$ cat src/rtl/pspc_pkg.sv
package pspc_pkg;

	localparam int ADC_BITS     = 12;
	localparam int AVG_TAPS_DEF = 5;
	localparam int NUM_W        = 48;
	localparam int DEN_W        = 32;
	localparam int SMP_W        = 16;
	localparam int CFG_W        = 16;
	localparam int THR_W        = 15;
	localparam int DC_W         = 15;
	localparam int S_W          = ADC_BITS + 2;
	localparam int T_W          = ADC_BITS + 1;
	localparam int SQRT_IN_W    = 64;
	localparam int SQRT_OUT_W   = 32;
	localparam int BASE_W       = 33;
	localparam int EXTRA_W      = 24;

	localparam longint ADC_FULL  = longint'(1) << ADC_BITS;
	localparam longint SMP_BIAS  = 32768;
	localparam longint AC_MUL_L  = 291456000;
	localparam longint AC_DEN_L  = 20000 * ADC_FULL;
	localparam longint AC_OFF_L  = AC_DEN_L * SMP_BIAS - 438932736 * ADC_FULL
		+ 10000 * ADC_FULL;
	localparam longint DC_MUL_L  = 3113472;
	localparam longint DC_DEN_L  = 200 * ADC_FULL;
	localparam longint DC_OFF_L  = 7680 * ADC_FULL + 100 * ADC_FULL;

	localparam logic [NUM_W-1:0] AC_MUL = NUM_W'(AC_MUL_L);
	localparam logic [NUM_W-1:0] AC_OFF = NUM_W'(AC_OFF_L);
	localparam logic [NUM_W-1:0] DC_MUL = NUM_W'(DC_MUL_L);
	localparam logic [NUM_W-1:0] DC_OFF = NUM_W'(DC_OFF_L);

	// The sample divisors are a power of two times an odd constant; the odd part is
	// removed by a reciprocal multiplication that is exact over the operand range.
	localparam int     RCP_SH    = 36;
	localparam int     AC_SH     = ADC_BITS + 5;
	localparam int     DC_SH     = ADC_BITS + 3;
	localparam int     AC_Y_W    = 26;
	localparam int     DC_Y_W    = 20;
	localparam int     AC_RCP_W  = 27;
	localparam int     DC_RCP_W  = 32;
	localparam int     AC_PROD_W = AC_Y_W + AC_RCP_W;
	localparam int     DC_PROD_W = DC_Y_W + DC_RCP_W;
	localparam longint AC_ODD    = AC_DEN_L >> AC_SH;
	localparam longint DC_ODD    = DC_DEN_L >> DC_SH;
	localparam logic [AC_RCP_W-1:0] AC_RCP =
		AC_RCP_W'(((longint'(1) << RCP_SH) + AC_ODD - 1) / AC_ODD);
	localparam logic [DC_RCP_W-1:0] DC_RCP =
		DC_RCP_W'(((longint'(1) << RCP_SH) + DC_ODD - 1) / DC_ODD);

	localparam int AVG_NUM_W  = 24;
	localparam int AVG_RCP_W  = 32;
	localparam int AVG_RCP_SH = 32;
	localparam int AVG_PROD_W = AVG_NUM_W + AVG_RCP_W;

	localparam logic [CFG_W-1:0] RST_CMP  = 16'd1000;
	localparam logic [CFG_W-1:0] RST_PMAX = 16'd50000;
	localparam logic [CFG_W-1:0] RST_PMIN = 16'd1200;
	localparam logic [THR_W-1:0] RST_THR  = 15'd640;
	localparam logic [CFG_W-1:0] RST_GAIN = 16'd2240;

	localparam logic [1:0] POL_OFF = 2'd0;
	localparam logic [1:0] POL_POS = 2'd1;
	localparam logic [1:0] POL_NEG = 2'd2;

	typedef enum logic [2:0] {
		REG_CMP  = 3'd0,
		REG_PMAX = 3'd1,
		REG_PMIN = 3'd2,
		REG_THR  = 3'd3,
		REG_GAIN = 3'd4
	} cfg_reg_t;

	typedef enum logic {
		DOP_BASE,
		DOP_EXTRA
	} div_op_t;

	typedef enum logic [4:0] {
		ST_IDLE,
		ST_MUL1,
		ST_SMP_RCP,
		ST_SMP,
		ST_HIST,
		ST_AVG_RCP,
		ST_AVG,
		ST_CLASS,
		ST_MUL2,
		ST_BASE_LE,
		ST_BASE_GO,
		ST_BASE_WAIT,
		ST_MUL3,
		ST_SQRT_GO,
		ST_SQRT_WAIT,
		ST_EXT_GO,
		ST_EXT_WAIT,
		ST_CLAMP,
		ST_FINISH
	} st_t;

	typedef struct packed {
		logic    load;
		logic    mul1;
		logic    smp_rcp;
		logic    smp;
		logic    avg_rcp;
		logic    avg;
		logic    div_start;
		logic    div_wait;
		div_op_t div_op;
		logic    hist;
		logic    classify;
		logic    mul2;
		logic    base_le;
		logic    mul3;
		logic    sqrt_start;
		logic    sqrt_wait;
		logic    clamp;
		logic    finish;
	} pspc_cmd_t;

	typedef struct packed {
		logic div_done;
		logic sqrt_done;
		logic le;
		logic ext;
	} pspc_stat_t;

endpackage

$ cat src/rtl/pspc_ctrl.sv
module pspc_ctrl
	import pspc_pkg::*;
(
	input  logic       clk,
	input  logic       arst_n,
	input  logic       in_valid,
	output logic       in_stall,
	output logic       out_valid,
	input  logic       out_stall,
	input  pspc_stat_t stat,
	output pspc_cmd_t  cmd
);

	st_t  state_q;
	st_t  state_next;
	logic out_valid_q;
	logic out_free;

	assign out_free = !out_valid_q || !out_stall;

	always_ff @(posedge clk or negedge arst_n) begin
		if (!arst_n) begin
			state_q     <= ST_IDLE;
			out_valid_q <= 1'b0;
		end else begin
			state_q <= state_next;
			if (cmd.finish) begin
				out_valid_q <= 1'b1;
			end else if (!out_stall) begin
				out_valid_q <= 1'b0;
			end
		end
	end

	always_comb begin
		state_next = state_q;
		unique case (state_q)
			ST_IDLE:      if (in_valid) state_next = ST_MUL1;
			ST_MUL1:      state_next = ST_SMP_RCP;
			ST_SMP_RCP:   state_next = ST_SMP;
			ST_SMP:       state_next = ST_HIST;
			ST_HIST:      state_next = ST_AVG_RCP;
			ST_AVG_RCP:   state_next = ST_AVG;
			ST_AVG:       state_next = ST_CLASS;
			ST_CLASS:     state_next = ST_MUL2;
			ST_MUL2:      state_next = stat.le ? ST_BASE_LE : ST_BASE_GO;
			ST_BASE_LE:   state_next = ST_CLAMP;
			ST_BASE_GO:   state_next = ST_BASE_WAIT;
			ST_BASE_WAIT: if (stat.div_done) state_next = stat.ext ? ST_MUL3 : ST_CLAMP;
			ST_MUL3:      state_next = ST_SQRT_GO;
			ST_SQRT_GO:   state_next = ST_SQRT_WAIT;
			ST_SQRT_WAIT: if (stat.sqrt_done) state_next = ST_EXT_GO;
			ST_EXT_GO:    state_next = ST_EXT_WAIT;
			ST_EXT_WAIT:  if (stat.div_done) state_next = ST_CLAMP;
			ST_CLAMP:     state_next = ST_FINISH;
			ST_FINISH:    if (out_free) state_next = ST_IDLE;
			default:      state_next = ST_IDLE;
		endcase
	end

	always_comb begin
		cmd            = '0;
		cmd.div_op     = DOP_BASE;
		unique case (state_q)
			ST_IDLE:      cmd.load = in_valid;
			ST_MUL1:      cmd.mul1 = 1'b1;
			ST_SMP_RCP:   cmd.smp_rcp = 1'b1;
			ST_SMP:       cmd.smp = 1'b1;
			ST_HIST:      cmd.hist = 1'b1;
			ST_AVG_RCP:   cmd.avg_rcp = 1'b1;
			ST_AVG:       cmd.avg = 1'b1;
			ST_CLASS:     cmd.classify = 1'b1;
			ST_MUL2:      cmd.mul2 = 1'b1;
			ST_BASE_LE:   cmd.base_le = 1'b1;
			ST_BASE_GO: begin
				cmd.div_op    = DOP_BASE;
				cmd.div_start = 1'b1;
			end
			ST_BASE_WAIT: begin
				cmd.div_op   = DOP_BASE;
				cmd.div_wait = 1'b1;
			end
			ST_MUL3:      cmd.mul3 = 1'b1;
			ST_SQRT_GO:   cmd.sqrt_start = 1'b1;
			ST_SQRT_WAIT: cmd.sqrt_wait = 1'b1;
			ST_EXT_GO: begin
				cmd.div_op    = DOP_EXTRA;
				cmd.div_start = 1'b1;
			end
			ST_EXT_WAIT: begin
				cmd.div_op   = DOP_EXTRA;
				cmd.div_wait = 1'b1;
			end
			ST_CLAMP:     cmd.clamp = 1'b1;
			ST_FINISH:    cmd.finish = out_free;
			default:      cmd.div_op = DOP_BASE;
		endcase
	end

	assign in_stall  = state_q != ST_IDLE;
	assign out_valid = out_valid_q;

endmodule

$ cat config.mk
export PLATFORM = sky130hd
export DESIGN_NAME = pspc_ctrl
export DESIGN_NICKNAME = d
export VERILOG_FILES = /design/src/rtl/pspc_pkg.sv /design/src/rtl/pspc_ctrl.sv
export SDC_FILE = /design/constraint.sdc
export NUM_CORES = 1
export LEC_CHECK = 0
export BUFFER_PORTS_ARGS = -buffer_cell sky130_fd_sc_hd__buf_2
export CAP_MARGIN = 40
export CORE_ASPECT_RATIO = 0.8
export CORE_MARGIN = 8
export CORE_UTILIZATION = 25
export CTS_BUF_LIST = sky130_fd_sc_hd__clkbuf_8
export DETAILED_ROUTE_END_ITERATION = 7
export GPL_ROUTABILITY_DRIVEN = 0
export GPL_TIMING_DRIVEN = 0
export MAX_ROUTING_LAYER = met4
export PLACE_DENSITY = 0.46
export SYNTH_ARGS = -nofsm -noshare
export SYNTH_HDL_FRONTEND = slang
export SYNTH_SLANG_ARGS = --single-unit
$ cat constraint.sdc
create_clock -name clk -period 1.9 [get_ports clk]
set_input_delay 0.095 -clock clk [delete_from_list [all_inputs] [get_ports clk]]
set_output_delay 0.095 -clock clk [all_outputs]
set_load 0.02 [all_outputs]
# Yosys cells after proc, flatten, opt, wreduce, memory -nomap -nowiden

Index checks and enable logic that the tools add are counted.
W data, S select, Z words.

Output and inout port bits: 20
Bits in registers: 6
Input port bits: 8

Equality and inequality tests: 24
Muxes and demuxes: 28
Reductions and logical operators: 9

Operators by type and width:

| operator             | number |
|---|---|
| $pmux W5 S19         | 1 |
| $eq A5 B4 Y1 const B | 8 |
| $mux W5              | 6 |
| $eq A5 B3 Y1 const B | 4 |
| $mux W1              | 20 |
| $eq A5 B5 Y1 const B | 3 |
| $eq A5 B2 Y1 const B | 2 |
| $ne A2 B2 Y1 const B | 5 |
| $reduce_or A2 Y1     | 3 |
| $eq A5 B1 Y1 const B | 1 |
| $logic_not A5 Y1     | 1 |
| $reduce_and A5 Y1    | 1 |
| $reduce_bool A5 Y1   | 1 |
| $logic_not A1 Y1     | 2 |
| $mux W2              | 1 |
| $ne A2 B1 Y1 const B | 1 |
| $logic_or A1 B1 Y1   | 1 |

# Longest topological paths before layout

Word-level depth: 4
Gate-level depth with buffers: 6
Mapped depth without buffers: 4

# Worst setup path before layout

No wires, ideal clock.

Kind: register -> register
Start point: register state_q[2]
End point: register state_q[1]
Stages on the path, launching flop included: 6
Period minus slack after synthesis: 1587 ps
Slack: 313 ps
Library setup time: 125 ps
Data arrival time: 1462 ps
Path buffers: 1
Data required time: 1775 ps
Cells stage by stage: dfrtp_1 -> buf_6 -> or3_4 -> o32ai_4 -> a221oi_4 -> mux2_4

Cells in the longest elaborated chain, start to end: 3
Elaborated cells between the ends (all ways): 26

Ends and longest elaborated chain:

| what                                 | line            | RTL |
|---|---|---|
| from (decl)                          | pspc_ctrl.sv:14 | `st_t state_q;` |
| from (signal assigned)               | pspc_ctrl.sv:26 | `state_q <= state_next;` |
| $eq A5 B5 Y1 (tied with other cells) | pspc_ctrl.sv:37 | `unique case (state_q)` |
| $ne A2 B2 Y1 (no source line)        | --              |  |
| $reduce_and A5 Y1 (no source line)   | --              |  |

Parallel ways exist; a longest one is shown, timed or not.
A chain may end at the register's enable or synchronous reset.

==> insert_results.sql <==
INSERT INTO impl_metrics (metric_group, metric, value, unit) VALUES
('cts', 'cts-buffers-inserted', '3', ''),
('cts', 'clk_pin_slew', '40', 'ps'),
('synth', 'synth-edff-count', '0', ''),
('synth', 'synth_cells', '84', ''),
('sta', 'fin_crit', '1800', 'ps'),
('cts', 'clock_tree.htree_level_count', '1', ''),
('sta', 'worstMarginPinSlew', '378', 'ps'),
('cells_and_area', 'area.growth.synth_to_final', '33.2', '%'),
('pwr', 'irDropWorstVdd', '0.426', 'mV'),
('synth', 'synth_seq_cells', '6', ''),
('floorplan', 'starting_density_of_the_core', '25.9', '%'),
('cts', 'cts_tree', 'done', ''),
('floorplan', 'design.portCount', '28', ''),
('place', 'placed_area', '888', 'um2'),
('cells_and_area', 'num-nets-final', '125', ''),
('global_routing', 'grt_start_max_net_pins', '11', ''),
('critical_path', 'worst_setup_path_start_kind', 'flop', ''),
('sta', 'finalCritPeriodShare', '94.5', '%'),
('job', 'timing.max_cap.violations', '0', ''),
('sta', 'fin_tns_setup', '0', 'ps'),
('detailed_routing', 'final_antenna_net_count', '0', ''),
('floorplan', 'die_height', '63.5', 'um'),
('sta', 'final_ws_setup', '104', 'ps'),
('cells_and_area', 'post_route_cells_drive_above_1_share', '42.6', '%'),
('cts', 'post_cts_resized', '0', ''),
('synth', 'post_synth.cell_area_avg', '8.40', 'um2'),
('critical_path', 'crit_required', '1800', 'ps'),
('global_routing', 'first_global_vias', '682', ''),
('cts', 'ctsHoldBuffers', '1', ''),
('synth', 'synthArstFlopShare', '100', '%'),
('cts', 'max-clock-path-buffers', '2', ''),
('sta', 'timing.final.max_slew_violations', '0', ''),
('sta', 'timing.final.setup_violations', '0', ''),
('global_routing', 'aggregate_global_routing_overflow', '0', ''),
('critical_path', 'rr_startpoint', 'state_q[0]', ''),
('sta', 'finalHoldViolCount', '0', ''),
('detailed_routing', 'routedWlPerCell', '14.4', 'um'),
('synth', 'sequential_to_total_area_share_from_yosys_stat', '21.3', '%'),
('sta', 'final.setup_skew', '6.81', 'ps'),
('sta', 'fmax', '557', 'MHz'),
('cells_and_area', 'layout_commonest_cell', 'sky130_fd_sc_hd__buf_2', ''),
('pwr', 'power.density_cell_area', '1610', 'nW/um2'),
('place', 'port_buffers', '27', ''),
('detailed_routing', 'route.detailed.drc', '0', ''),
('floorplan', 'rows', '17', ''),
('sta', 'relSlewSlack', '74.8', '%'),
('detailed_routing', 'drt_wl_total', '2200', 'um'),
('cells_and_area', 'area_taken_by_multi_input_logic_gates', '497', 'um2'),
('cts', 'cts_sinks', '6', ''),
('critical_path', 'reg2reg_slack', '150', 'ps'),
('synth', 'netlist_area', '706', 'um2'),
('synth', 'ys.warnings.count', '0', ''),
('detailed_routing', 'drt-pass1-iter-count', '4', ''),
('cts', 'cts_setup_buffers', '0', ''),
('worst_hold_path', 'holdCritPathClass', 'in2async', ''),
('status', 'outcome', 'finished clean', ''),
('critical_path', 'worst_r2r_endpoint', 'state_q[3]', ''),
('cells_and_area', 'post-route-util', '34.5', '%'),
('detailed_routing', 'vias', '708', ''),
('detailed_routing', 'route.detailed.vias_per_inst', '4.63', ''),
('synth', 'synthFlopType', 'sky130_fd_sc_hd__dfrtp_1', ''),
('place', 'dp_hpwl', '1700', 'um'),
('pwr', 'total_leakage_power', '0.467', 'nW'),
('cells_and_area', 'antenna_cells', '0', ''),
('critical_path', 'worstSetupEndpointType', 'output pin', ''),
('floorplan', 'die_footprint', '4790', 'um2'),
('synth', 'synth_fp_nets', '92', ''),
('global_routing', 'grt_util_met2', '13.2', '%'),
('place', 'dp_cells', '149', ''),
('cells_and_area', 'post_layout_cell_count', '153', ''),
('global_routing', 'tot_gr_track_use', '9.49', '%');
[layer usage]
metal / wire (um) / part of all wire [%] / up-vias
met5: 0 / 0 / -
met4: 49 / 2.2 / 0
met3: 200 / 9.1 / 5
met2: 913 / 42 / 27
met1: 1040 / 47 / 317
li1: - / - / 359
[registers in the layout (all words and copies together), names as in the netlist]
signal     count
out_valid      1
state_q        5
[Yosys cell counts (2+ instances only)]
cell type                  count  area, um2
sky130_fd_sc_hd__nor2b_1       3       18.8
sky130_fd_sc_hd__and3b_1       2       17.5
sky130_fd_sc_hd__o32ai_1       2       17.5
sky130_fd_sc_hd__buf_2         2       10.0
sky130_fd_sc_hd__or3b_1        3       26.3
sky130_fd_sc_hd__inv_1         3       11.3
sky130_fd_sc_hd__nor3_1        4       20.0
sky130_fd_sc_hd__nand2b_1      3       18.8
sky130_fd_sc_hd__nor2_1       16       60.1
sky130_fd_sc_hd__buf_4         3       22.5
sky130_fd_sc_hd__nand2_1       2       7.51
sky130_fd_sc_hd__dfrtp_1       6        150
sky130_fd_sc_hd__o21ai_0       2       10.0
sky130_fd_sc_hd__mux2_4        3       45.0
sky130_fd_sc_hd__o22ai_1       2       12.5
sky130_fd_sc_hd__a21oi_1       4       20.0
[area by class of cell]
type | instances | share of cell area (%)
Multi-Input combinational cell | 68 | 52.9
Sequential cell | 6 | 16.0
Timing Repair Buffer | 28 | 15.4
Buffer | 7 | 5.06
Tap cell | 38 | 5.06
Clock buffer | 3 | 4.39
Inverter | 3 | 1.20
[critical path: stages (launching register included)]
cell                      delay (ps)
sky130_fd_sc_hd__dfrtp_1         400
sky130_fd_sc_hd__buf_4           180
sky130_fd_sc_hd__or2b_2          370
sky130_fd_sc_hd__o22ai_2         190
sky130_fd_sc_hd__nor2b_1         160
sky130_fd_sc_hd__buf_2           170
[where the power goes]
| group | internal [mW] | switching, mW |
|---|---|---|
| Combinational | 0.458 | 0.635 |
| Clock | 0.136 | 0.0582 |
| Sequential | 0.179 | 0.0472 |
[worst max-delay path by stage]
stage | startpoint | end | slack [ps] | depth (start not counted)
final | state_q[4] | cmd[10] | 100 | 5
after global routing | state_q[4] | cmd[10] | 2 | 5
after CTS | state_q[4] | cmd[10] | 90 | 5
after detailed placement | state_q[0] | state_q[4] | 140 | 5
after global placement | state_q[0] | state_q[3] | 150 | 5
after floorplan | state_q[2] | state_q[1] | 310 | 5
[cell families after synthesis]
family	count (synthesis)	synth area share, %
XOR/XNOR	1	1.24
flip-flops	6	21.3
multiplexers	4	7.98
AND/OR/NAND/NOR	45	37.1
AO/OA/AOI/OAI	18	24.1
buffers and inverters	10	8.33
Note: power is estimated with default switching activity, not from simulation.
